<file path="src/rtl/pevc_pkg.sv">
package pevc_pkg;

   localparam int MAX_KEYS_DEF = 10;
   localparam int CODE_SLOTS   = 10;

   localparam int CODE_W    = 20;
   localparam int LEN_W     = 4;
   localparam int CSR_IDX_W = 2;

   typedef enum logic [1:0] {
      CMD_START = 2'd0,
      CMD_KEY   = 2'd1,
      CMD_OK    = 2'd2,
      CMD_BACK  = 2'd3
   } cmd_type;

   typedef enum logic [1:0] {
      STATUS_NONE   = 2'd0,
      STATUS_ACCEPT = 2'd1,
      STATUS_EXIT   = 2'd2
   } status_type;

   localparam logic [CSR_IDX_W-1:0] CSR_INITIAL_CODE   = 2'd0;
   localparam logic [CSR_IDX_W-1:0] CSR_INITIAL_LENGTH = 2'd1;
   localparam logic [CSR_IDX_W-1:0] CSR_ALLOW_UPDATE   = 2'd2;

   typedef struct packed {
      logic [1:0] cmd;
      logic [1:0] key;
   } req_type;

   typedef struct packed {
      logic [1:0]        status;
      logic              back_consumed;
      logic              mode;
      logic              active_entry;
      logic [LEN_W-1:0]  entry_length;
      logic [CODE_W-1:0] saved_code;
      logic [LEN_W-1:0]  saved_length;
   } rsp_type;

   typedef struct packed {
      logic [CODE_W-1:0] initial_code;
      logic [LEN_W-1:0]  initial_length;
      logic              allow_update;
   } cfg_type;

endpackage

</file>
<file path="src/rtl/pevc_if.sv">
interface pevc_req_if
   import pevc_pkg::*;
();
   logic       valid;
   logic       ready;
   logic [1:0] cmd;
   logic [1:0] key;

   modport source (output valid, output cmd, output key, input ready);
   modport sink   (input valid, input cmd, input key, output ready);
endinterface

interface pevc_rsp_if
   import pevc_pkg::*;
();
   logic              valid;
   logic              ready;
   logic [1:0]        status;
   logic              back_consumed;
   logic              mode;
   logic              active_entry;
   logic [LEN_W-1:0]  entry_length;
   logic [CODE_W-1:0] saved_code;
   logic [LEN_W-1:0]  saved_length;

   modport source (output valid, output status, output back_consumed, output mode,
                   output active_entry, output entry_length, output saved_code,
                   output saved_length, input ready);
   modport sink   (input valid, input status, input back_consumed, input mode,
                   input active_entry, input entry_length, input saved_code,
                   input saved_length, output ready);
endinterface

interface pevc_csr_if
   import pevc_pkg::*;
();
   logic                 valid;
   logic                 ready;
   logic [CSR_IDX_W-1:0] index;
   logic [CODE_W-1:0]    data;

   modport source (output valid, output index, output data, input ready);
   modport sink   (input valid, input index, input data, output ready);
endinterface

</file>
<file path="src/rtl/pin_entry_verify_and_change_unit.sv">
// Path: a request word accepted into the input register is stepped by the core
// into the response register, from which it is taken.
// Throughput: one word per cycle, set by the single-pass step logic between
// the two registers; a stalled response side stops the input once the input
// register is also full.
// Reset (synchronous, active high) clears the mode, entry counts, stored code
// and configuration registers; key entry buffers hold no reset value.
module pin_entry_verify_and_change_unit
   import pevc_pkg::*;
#(
   parameter int MAX_KEYS = MAX_KEYS_DEF
) (
   input  logic        clock,
   input  logic        reset,
   pevc_req_if.sink    req_if,
   pevc_rsp_if.source  rsp_if,
   pevc_csr_if.sink    csr_if
);

   cfg_type cfg;
   req_type req_item;
   req_type stage_item;
   logic    stage_valid;
   logic    stage_take;
   rsp_type rsp_item;

   assign req_item.cmd = req_if.cmd;
   assign req_item.key = req_if.key;

   pevc_csr_regs u_csr (
      .clock    (clock),
      .reset    (reset),
      .wr_valid (csr_if.valid),
      .wr_index (csr_if.index),
      .wr_data  (csr_if.data),
      .wr_ready (csr_if.ready),
      .cfg      (cfg)
   );

   pevc_in_stage u_in (
      .clock     (clock),
      .reset     (reset),
      .in_valid  (req_if.valid),
      .in_item   (req_item),
      .in_ready  (req_if.ready),
      .out_valid (stage_valid),
      .out_item  (stage_item),
      .out_take  (stage_take)
   );

   pevc_lock_core #(
      .MAX_KEYS (MAX_KEYS)
   ) u_core (
      .clock     (clock),
      .reset     (reset),
      .cfg       (cfg),
      .in_valid  (stage_valid),
      .in_item   (stage_item),
      .in_take   (stage_take),
      .rsp_valid (rsp_if.valid),
      .rsp_item  (rsp_item),
      .rsp_ready (rsp_if.ready)
   );

   assign rsp_if.status        = rsp_item.status;
   assign rsp_if.back_consumed = rsp_item.back_consumed;
   assign rsp_if.mode          = rsp_item.mode;
   assign rsp_if.active_entry  = rsp_item.active_entry;
   assign rsp_if.entry_length  = rsp_item.entry_length;
   assign rsp_if.saved_code    = rsp_item.saved_code;
   assign rsp_if.saved_length  = rsp_item.saved_length;

endmodule

</file>
<file path="src/rtl/pevc_csr_regs.sv">
module pevc_csr_regs
   import pevc_pkg::*;
(
   input  logic                 clock,
   input  logic                 reset,
   input  logic                 wr_valid,
   input  logic [CSR_IDX_W-1:0] wr_index,
   input  logic [CODE_W-1:0]    wr_data,
   output logic                 wr_ready,
   output cfg_type              cfg
);

   cfg_type cfg_ff;
   cfg_type cfg_in;

   assign wr_ready = 1'b1;
   assign cfg      = cfg_ff;

   always_comb begin
      cfg_in = cfg_ff;
      if (wr_valid) begin
         case (wr_index)
            CSR_INITIAL_CODE:   cfg_in.initial_code   = wr_data;
            CSR_INITIAL_LENGTH: cfg_in.initial_length = wr_data[LEN_W-1:0];
            CSR_ALLOW_UPDATE:   cfg_in.allow_update   = wr_data[0];
            default:            cfg_in = cfg_ff;
         endcase
      end
   end

   always_ff @(posedge clock) begin
      if (reset) begin
         cfg_ff <= '0;
      end else begin
         cfg_ff <= cfg_in;
      end
   end

endmodule

</file>
<file path="src/rtl/pevc_in_stage.sv">
module pevc_in_stage
   import pevc_pkg::*;
(
   input  logic    clock,
   input  logic    reset,
   input  logic    in_valid,
   input  req_type in_item,
   output logic    in_ready,
   output logic    out_valid,
   output req_type out_item,
   input  logic    out_take
);

   logic    valid_ff;
   logic    valid_in;
   req_type item_ff;

   // The stage refills in the same cycle that the core takes its word.
   assign in_ready  = !valid_ff || out_take;
   assign out_valid = valid_ff;
   assign out_item  = item_ff;

   always_comb begin
      valid_in = valid_ff;
      if (in_valid && in_ready) begin
         valid_in = 1'b1;
      end else if (out_take) begin
         valid_in = 1'b0;
      end
   end

   always_ff @(posedge clock) begin
      if (reset) begin
         valid_ff <= 1'b0;
      end else begin
         valid_ff <= valid_in;
      end
   end

   always_ff @(posedge clock) begin
      if (in_valid && in_ready) begin
         item_ff <= in_item;
      end
   end

endmodule

</file>
<file path="src/rtl/pevc_lock_core.sv">
module pevc_lock_core
   import pevc_pkg::*;
#(
   parameter int MAX_KEYS = MAX_KEYS_DEF
) (
   input  logic    clock,
   input  logic    reset,
   input  cfg_type cfg,
   input  logic    in_valid,
   input  req_type in_item,
   output logic    in_take,
   output logic    rsp_valid,
   output rsp_type rsp_item,
   input  logic    rsp_ready
);

   localparam int CW    = $clog2(MAX_KEYS + 1);
   localparam int SLOTS = (MAX_KEYS > CODE_SLOTS) ? MAX_KEYS : CODE_SLOTS;
   localparam int PK    = (MAX_KEYS < CODE_SLOTS) ? MAX_KEYS : CODE_SLOTS;

   logic          mode_ff, mode_in;
   logic          sel_ff, sel_in;
   logic [CW-1:0] first_cnt_ff, first_cnt_in;
   logic [CW-1:0] repeat_cnt_ff, repeat_cnt_in;
   logic [CW-1:0] code_cnt_ff, code_cnt_in;
   logic [1:0]    first_keys_ff  [MAX_KEYS];
   logic [1:0]    first_keys_in  [MAX_KEYS];
   logic [1:0]    repeat_keys_ff [MAX_KEYS];
   logic [1:0]    repeat_keys_in [MAX_KEYS];
   logic [1:0]    code_keys_ff   [MAX_KEYS];
   logic [1:0]    code_keys_in   [MAX_KEYS];

   logic          rsp_valid_ff, rsp_valid_in;
   rsp_type       rsp_ff, rsp_in;

   logic [2*SLOTS-1:0] init_ext;
   logic [CW-1:0]      start_len;
   logic [CW-1:0]      act_cnt;
   logic               verify_hit;
   logic               change_hit;
   logic               verify_miss_any;
   logic               change_miss_any;
   logic [CW-1:0]      next_act_cnt;
   logic [CODE_W-1:0]  packed_code;

   assign in_take   = in_valid && (!rsp_valid_ff || rsp_ready);
   assign rsp_valid = rsp_valid_ff;
   assign rsp_item  = rsp_ff;

   assign init_ext = (2*SLOTS)'(cfg.initial_code);
   assign act_cnt  = sel_ff ? repeat_cnt_ff : first_cnt_ff;

   always_comb begin
      if (32'(cfg.initial_length) > MAX_KEYS) begin
         start_len = CW'(MAX_KEYS);
      end else begin
         start_len = CW'(cfg.initial_length);
      end
   end

   // Masked equality over all key positions; empty or unequal lengths never match.
   always_comb begin
      verify_miss_any = 1'b0;
      change_miss_any = 1'b0;
      for (int i = 0; i < MAX_KEYS; i++) begin
         if (i < 32'(first_cnt_ff) && first_keys_ff[i] != code_keys_ff[i]) begin
            verify_miss_any = 1'b1;
         end
         if (i < 32'(first_cnt_ff) && repeat_keys_ff[i] != first_keys_ff[i]) begin
            change_miss_any = 1'b1;
         end
      end
      verify_hit = (first_cnt_ff != '0) && (first_cnt_ff == code_cnt_ff) && !verify_miss_any;
      change_hit = (first_cnt_ff != '0) && (first_cnt_ff == repeat_cnt_ff) && !change_miss_any;
   end

   always_comb begin
      mode_in        = mode_ff;
      sel_in         = sel_ff;
      first_cnt_in   = first_cnt_ff;
      repeat_cnt_in  = repeat_cnt_ff;
      code_cnt_in    = code_cnt_ff;
      first_keys_in  = first_keys_ff;
      repeat_keys_in = repeat_keys_ff;
      code_keys_in   = code_keys_ff;
      rsp_in         = rsp_ff;
      rsp_in.status        = STATUS_NONE;
      rsp_in.back_consumed = 1'b0;

      case (cmd_type'(in_item.cmd))
         CMD_START: begin
            for (int i = 0; i < MAX_KEYS; i++) begin
               code_keys_in[i] = init_ext[2*i +: 2];
            end
            code_cnt_in   = start_len;
            sel_in        = 1'b0;
            first_cnt_in  = '0;
            repeat_cnt_in = '0;
            mode_in       = (start_len == '0);
         end
         CMD_KEY: begin
            // A key on a full entry is dropped.
            if (32'(act_cnt) < MAX_KEYS) begin
               for (int i = 0; i < MAX_KEYS; i++) begin
                  if (i == 32'(act_cnt)) begin
                     if (sel_ff) begin
                        repeat_keys_in[i] = in_item.key;
                     end else begin
                        first_keys_in[i] = in_item.key;
                     end
                  end
               end
               if (sel_ff) begin
                  repeat_cnt_in = repeat_cnt_ff + 1'b1;
               end else begin
                  first_cnt_in = first_cnt_ff + 1'b1;
               end
            end
         end
         CMD_OK: begin
            if (!mode_ff) begin
               if (verify_hit) begin
                  if (cfg.allow_update) begin
                     mode_in = 1'b1;
                  end else begin
                     rsp_in.status = STATUS_ACCEPT;
                  end
               end
               if (sel_ff) begin
                  repeat_cnt_in = '0;
               end else begin
                  first_cnt_in = '0;
               end
            end else if (!sel_ff && first_cnt_ff != '0) begin
               sel_in = 1'b1;
            end else if (change_hit) begin
               // Only the typed positions are copied into the stored code.
               if (cfg.allow_update) begin
                  for (int i = 0; i < MAX_KEYS; i++) begin
                     if (i < 32'(first_cnt_ff)) begin
                        code_keys_in[i] = first_keys_ff[i];
                     end
                  end
                  code_cnt_in = first_cnt_ff;
               end
               rsp_in.status = STATUS_ACCEPT;
            end else begin
               if (sel_ff) begin
                  repeat_cnt_in = '0;
               end else begin
                  first_cnt_in = '0;
               end
            end
         end
         CMD_BACK: begin
            if (sel_ff && act_cnt == '0) begin
               sel_in               = 1'b0;
               rsp_in.back_consumed = 1'b1;
            end else if (act_cnt != '0) begin
               if (sel_ff) begin
                  repeat_cnt_in = '0;
               end else begin
                  first_cnt_in = '0;
               end
               rsp_in.back_consumed = 1'b1;
            end else begin
               rsp_in.status = STATUS_EXIT;
            end
         end
         default: begin
            rsp_in.status = STATUS_NONE;
         end
      endcase

      next_act_cnt = sel_in ? repeat_cnt_in : first_cnt_in;
      packed_code  = '0;
      for (int i = 0; i < PK; i++) begin
         if (i < 32'(code_cnt_in)) begin
            packed_code[2*i +: 2] = code_keys_in[i];
         end
      end

      rsp_in.mode         = mode_in;
      rsp_in.active_entry = sel_in;
      rsp_in.entry_length = LEN_W'(32'(next_act_cnt));
      rsp_in.saved_code   = packed_code;
      rsp_in.saved_length = LEN_W'(32'(code_cnt_in));
   end

   always_comb begin
      rsp_valid_in = rsp_valid_ff;
      if (in_take) begin
         rsp_valid_in = 1'b1;
      end else if (rsp_ready) begin
         rsp_valid_in = 1'b0;
      end
   end

   always_ff @(posedge clock) begin
      if (reset) begin
         mode_ff       <= 1'b0;
         sel_ff        <= 1'b0;
         first_cnt_ff  <= '0;
         repeat_cnt_ff <= '0;
         code_cnt_ff   <= '0;
         rsp_valid_ff  <= 1'b0;
         for (int i = 0; i < MAX_KEYS; i++) begin
            code_keys_ff[i] <= 2'b00;
         end
      end else begin
         rsp_valid_ff <= rsp_valid_in;
         if (in_take) begin
            mode_ff       <= mode_in;
            sel_ff        <= sel_in;
            first_cnt_ff  <= first_cnt_in;
            repeat_cnt_ff <= repeat_cnt_in;
            code_cnt_ff   <= code_cnt_in;
            code_keys_ff  <= code_keys_in;
         end
      end
   end

   always_ff @(posedge clock) begin
      if (in_take) begin
         first_keys_ff  <= first_keys_in;
         repeat_keys_ff <= repeat_keys_in;
         rsp_ff         <= rsp_in;
      end
   end

   a_counts_bounded: assert property (@(posedge clock) disable iff (reset)
      32'(first_cnt_ff) <= MAX_KEYS && 32'(repeat_cnt_ff) <= MAX_KEYS
      && 32'(code_cnt_ff) <= MAX_KEYS)
      else $error("entry or code count beyond the key limit");

   a_start_mode: assert property (@(posedge clock) disable iff (reset)
      in_take && in_item.cmd == CMD_START
      |=> mode_ff == (code_cnt_ff == '0) && !sel_ff && first_cnt_ff == '0)
      else $error("start did not set the mode from the stored length");

   a_key_grows: assert property (@(posedge clock) disable iff (reset)
      in_take && in_item.cmd == CMD_KEY && !sel_ff && 32'(first_cnt_ff) < MAX_KEYS
      |=> first_cnt_ff == $past(first_cnt_ff) + 1'b1)
      else $error("key press did not extend the first entry");

   a_exit_not_consumed: assert property (@(posedge clock) disable iff (reset)
      rsp_valid_ff && rsp_ff.status == STATUS_EXIT |-> !rsp_ff.back_consumed)
      else $error("exit request flagged as consumed");

   a_rsp_follows_take: assert property (@(posedge clock) disable iff (reset)
      in_take |=> rsp_valid_ff)
      else $error("taken word produced no response");

endmodule

</file>
<file path="src/flat_wrapper.sv">
// flat-port wrapper written by rule: the top's interface ports become plain ports
module pin_entry_verify_and_change_unit_flat import pevc_pkg::*;
#(
   parameter int MAX_KEYS = MAX_KEYS_DEF
)
  (clock, reset, req_if_valid, req_if_cmd, req_if_key, req_if_ready, rsp_if_valid, rsp_if_status, rsp_if_back_consumed, rsp_if_mode, rsp_if_active_entry, rsp_if_entry_length, rsp_if_saved_code, rsp_if_saved_length, rsp_if_ready, csr_if_valid, csr_if_index, csr_if_data, csr_if_ready);
  pevc_req_if req_if_i ();
  pevc_rsp_if rsp_if_i ();
  pevc_csr_if csr_if_i ();
  input  logic clock;
  input  logic reset;
  input wire logic [$bits(req_if_i.valid)-1:0] req_if_valid;
  input wire logic [$bits(req_if_i.cmd)-1:0] req_if_cmd;
  input wire logic [$bits(req_if_i.key)-1:0] req_if_key;
  output wire logic [$bits(req_if_i.ready)-1:0] req_if_ready;
  output wire logic [$bits(rsp_if_i.valid)-1:0] rsp_if_valid;
  output wire logic [$bits(rsp_if_i.status)-1:0] rsp_if_status;
  output wire logic [$bits(rsp_if_i.back_consumed)-1:0] rsp_if_back_consumed;
  output wire logic [$bits(rsp_if_i.mode)-1:0] rsp_if_mode;
  output wire logic [$bits(rsp_if_i.active_entry)-1:0] rsp_if_active_entry;
  output wire logic [$bits(rsp_if_i.entry_length)-1:0] rsp_if_entry_length;
  output wire logic [$bits(rsp_if_i.saved_code)-1:0] rsp_if_saved_code;
  output wire logic [$bits(rsp_if_i.saved_length)-1:0] rsp_if_saved_length;
  input wire logic [$bits(rsp_if_i.ready)-1:0] rsp_if_ready;
  input wire logic [$bits(csr_if_i.valid)-1:0] csr_if_valid;
  input wire logic [$bits(csr_if_i.index)-1:0] csr_if_index;
  input wire logic [$bits(csr_if_i.data)-1:0] csr_if_data;
  output wire logic [$bits(csr_if_i.ready)-1:0] csr_if_ready;
  assign req_if_i.valid = req_if_valid;
  assign req_if_i.cmd = req_if_cmd;
  assign req_if_i.key = req_if_key;
  assign req_if_ready = req_if_i.ready;
  assign rsp_if_valid = rsp_if_i.valid;
  assign rsp_if_status = rsp_if_i.status;
  assign rsp_if_back_consumed = rsp_if_i.back_consumed;
  assign rsp_if_mode = rsp_if_i.mode;
  assign rsp_if_active_entry = rsp_if_i.active_entry;
  assign rsp_if_entry_length = rsp_if_i.entry_length;
  assign rsp_if_saved_code = rsp_if_i.saved_code;
  assign rsp_if_saved_length = rsp_if_i.saved_length;
  assign rsp_if_i.ready = rsp_if_ready;
  assign csr_if_i.valid = csr_if_valid;
  assign csr_if_i.index = csr_if_index;
  assign csr_if_i.data = csr_if_data;
  assign csr_if_ready = csr_if_i.ready;
  pin_entry_verify_and_change_unit #(.MAX_KEYS(MAX_KEYS)) u_core (.clock(clock), .reset(reset), .req_if(req_if_i), .rsp_if(rsp_if_i), .csr_if(csr_if_i));
endmodule
</file>
<file path="config.mk">
export PLATFORM = sky130hd
export DESIGN_NAME = pin_entry_verify_and_change_unit_flat
export DESIGN_NICKNAME = d
export VERILOG_FILES = /design/src/rtl/pevc_pkg.sv /design/src/rtl/pevc_if.sv /design/src/rtl/pin_entry_verify_and_change_unit.sv /design/src/rtl/pevc_csr_regs.sv /design/src/rtl/pevc_in_stage.sv /design/src/rtl/pevc_lock_core.sv /design/src/flat_wrapper.sv
export SDC_FILE = /design/constraint.sdc
export NUM_CORES = 1
export LEC_CHECK = 0
export BUFFER_PORTS_ARGS = -buffer_cell sky130_fd_sc_hd__buf_2
export CORE_MARGIN = 1.5
export CORE_UTILIZATION = 30
export DETAILED_ROUTE_END_ITERATION = 7
export GPL_TIMING_DRIVEN = 0
export PLACE_DENSITY = 0.56
export SLEW_MARGIN = 20
export SYNTH_ARGS = -nofsm -noshare
export SYNTH_HDL_FRONTEND = slang
export SYNTH_SLANG_ARGS = --single-unit
</file>
<file path="constraint.sdc">
create_clock -name clock -period 3.4 [get_ports clock]
set_input_delay 0.68 -clock clock [delete_from_list [all_inputs] [get_ports clock]]
set_output_delay 0.68 -clock clock [all_outputs]
set_load 0.02 [all_outputs]
</file>
==> metrics.md <==
| Metric | Value |
|---|---|
| Finished Layout Cells | 1,162 |
| Vias per std cell | 5.29 |
| Final hold slack | 421 ps |
| Vias in the first global route | 5,746 |
| Adder-Cell Fraction of Synth Area | 1.38% |
| Post-cts hold buffer count | 0 |
| Synth area leader | edfxtp_1 |
| Simple-gate share of the synthesized area | 19.4% |
| # setup viols final | 0 |
| Gr usage total | 18.8% |
| Hold Path Sink | u_core.u_in.out_item[2]$_DFFE_PP_ |
| Power per cell area | 478 nW/um^2 |
| Initial Util | 30.4% |
| Inst Count DP | 1,125 |
| Area Growth Syn to Fin | 20.4% |
| Area share of the largest cell type after synthesis | 32.6% |
| Worst slew pin tran | 763 ps |
| Final-report max-slew violation count | 0 |
| Clock sink total | 138 |
| Min cycle time layout | 3260 ps |
| Commonest register cell after synthesis | edfxtp_1 |
| FF/Latch Area | 3540 sq um |
| Clk root buf | clkbuf_16 |
| Multi-input logic area | 3360 sq um |
| Clk buf depth | 2 |
| CTS buffer count | 17 |
| HPWL Detailed | 16,600 um |
| Fin Setup TNS | 0 ps |
| Area of the mapped netlist | 7100 sq um |
| Util after Layout | 36.6% |
| Status | complete, no violations |
| Register area share after synthesis | 49.8% |
| Initial antenna violation count | 0 |
| Post-synth EDFFs | 77 |
| Die W | 157 um |
| Worst R2R Start | u_core.u_core.first_cnt_ff[1]$_SDFFE_PP0P_ |
| CTS tree | yes |
| Total length of routed wires | 22,600 um |
| Crit path kind | flip-flop to flip-flop |
| RSZ-0062 raised after global routing | false |
| Mux cell area share after synthesis | 1.13% |
| Largest family of logic cells by synthesized area | simple AND/OR/NAND/NOR gates |
| Critical Path Fanout Max | 10 |
| Fin nets | 868 |
| Initial DRT Pass Iterations | 6 |
| DRC viols | 0 |
| Crit path from | u_core.u_core.first_cnt_ff[1]$_SDFFE_PP0P_ |
| Hold Path Class | input pin to flip-flop |
| Most frequent cells in the layout | nand2_1, edfxtp_1, nor2_1 |
| Synthesized flop and latch total | 138 |
| Cell count after synthesis | 740 |
| FFs w/ async S/R, synth | 0% |
| Post-synth net total | 778 |
| Ant. Diodes | 0 |
| WHS Path Cells | 1 |
| Final Hold Viols | 0 |
| Rows | 56 |
| CORE AREA | 23,300 sq um |
| Clock Latency Late Sink | 430 ps |
| Tcrit/Tclk final | 95.9% |
| Ys Warns | 0 |
| XOR/XNOR Fraction of Synth Area | 5.68% |
| Startpoint types | flip-flop |
| Total global routing overflow | 0 |
| CP endpoint kind | flip-flop |
| Skew final | 10.5 ps |
| Final RePlAce weighted congestion | 0.898 |
| Die area | 24,600 sq um |
| Height of the die | 157 um |
| Max VDD drop | 0.000337 V |
| Vias | 6,151 |
| Fmax | 0.307 GHz |
| First-pass GRT wire length | 33,900 um |
| Commonest non-fill, non-tap cell in the layout | nand2_1 |
| Io pins | 67 |
| Clock transition at the registers of the reported paths | 60 ps |
| End of the worst register-to-register path | u_core.u_core.rsp_item[9]$_SDFFCE_PP0P_ |
| Worst EP arrival | 3440 ps |
| I/O Buffers | 64 |
| Htree depth | 4 |
| Largest net degree at the start of global routing | 21 |
| Worst endpoint required time | 3580 ps |
| Syn avg cell area | 9.59 sq um |
| Iteration-0 DRC Markers | 531 |
| Layout cells sized above 1 | 17.4% |
| Synth Area in Compound Gates | 19.0% |
| Static leakage | 2.93 nW |
| Filler Cell Count | 2,368 |
| Maxcap violations | 0 |
| Worst Reg-to-Reg Cells | 14 |
| Antenna viol nets, final | 0 |
| Max transition margin | 49.1% |
| Yosys cell types | 77 |
| Hold_sp | req_if_cmd[0] |
| R2R Setup Slk | 140 ps |
| Routed len/inst | 19.4 um |
| Synth area leaders | edfxtp_1, dfxtp_1, nand2_1 |
## how the worst max path moves through the flow
stage	cells after the start	to	slack [ps]
5_1_grt	14	u_core.u_core.rsp_item[14]$_SDFFCE_PP0P_	20
3_3_place_gp	13	u_core.u_core.rsp_item[16]$_SDFFCE_PP0P_	-460
2_1_floorplan	13	u_core.u_core.rsp_item[20]$_SDFFCE_PP0P_	440
6_report	14	u_core.u_core.rsp_item[9]$_SDFFCE_PP0P_	140
3_5_place_dp	13	u_core.u_core.rsp_item[16]$_SDFFCE_PP0P_	-460
4_1_cts	12	u_core.u_core.rsp_item[12]$_SDFFCE_PP0P_	30
## state kept, by name (all words and copies together), names as in the netlist
| name | flops |
|---|---|
| u_core.u_core.code_cnt_ff | 4 |
| u_core.u_core.repeat_cnt_ff | 4 |
| u_core.u_core.first_keys_ff | 20 |
| u_core.u_in.out_valid | 1 |
| u_core.u_core.code_keys_ff | 20 |
| u_core.u_csr.cfg | 25 |
| u_core.u_core.sel_ff | 1 |
| u_core.u_core.first_cnt_ff | 4 |
| u_core.u_core.mode_ff | 1 |
| u_core.u_core.repeat_keys_ff | 20 |
| u_core.u_core.rsp_valid | 1 |
| u_core.u_in.out_item | 4 |
| u_core.u_core.rsp_item | 33 |
## worst max-delay path: stages, from the launching register on
cell and delay, ps:
dfxtp_2 390, buf_6 180, inv_1 120, ha_4 210
and2b_2 270, a21oi_1 130, o31a_1 180, nor4_4 60
buf_4 160, buf_4 140, and4_1 190, o31ai_4 480
inv_4 150, a211oi_2 240, nor3_1 100
## layout make-up
cell class | count | share of cell area [%]
sequential | 138 | 41.4
multi-input combinational | 541 | 39.3
clock buffer | 17 | 4.98
timing repair buffer | 71 | 4.80
tap | 319 | 4.67
buffer | 47 | 2.53
clock inverter | 15 | 1.68
inverter | 14 | 0.644
## timing repair
item                                    CTS  global route
pin swaps                                 1             4
cloned                                    0             1
gates resized for setup                   9             9
endpoints found under the setup margin   46            29
buffers inserted                          1             3
## through the flow
stage,worst slack [ps],area (sq um),total power [mW]
2_1_floorplan,439,7100,2.14
3_3_place_gp,-457,7820,2.29
3_5_place_dp,-455,7870,2.30
4_1_cts,32.6,8490,4.10
5_1_grt,20.6,8550,4.23
6_report,141,8550,4.09
## report_power, final
group / internal (mW) / switching [mW] / total [mW]
clock: 1.02 / 0.780 / 1.80
combinational: 0.150 / 0.288 / 0.439
sequential: 1.81 / 0.0414 / 1.85
## per-layer routing
metal / GRT usage [%] / vias up / part of all wire (%)
met2: 29.5 / 259 / 46
met5: 0 / - / 0
met4: 8.21 / 0 / 2.9
met3: 3.93 / 45 / 6.3
met1: 25.0 / 2952 / 45
li1: - / 2895 / -
## cell usage after synthesis (all sizes together), types with 8 or more instances
cell / number
a211oi: 16
a21oi: 69
buf: 15
clkbuf: 32
dfxtp: 61
edfxtp: 77
inv: 13
mux2i: 8
nand2: 89
nand2b: 12
nand3: 12
nand3b: 9
nand4: 8
nor2: 74
nor3: 34
o21ai: 38
o22ai: 10
o31ai: 11
or3: 12
xnor2: 21
xor2: 25
## cells by family (layout without fill, tap and decap cells)
kind of cell / after synthesis / in the layout
AOI/OAI and AO/OA: 197 / 197
adders and majority gates: 8 / 8
DFF: 138 / 138
muxes: 8 / 8
xor gates and xnor gates: 46 / 46
and+or+nand+nor: 281 / 281
buffers and inverters: 61 / 164
other: 1 / 1
Note: power is estimated with default switching activity, not from simulation.
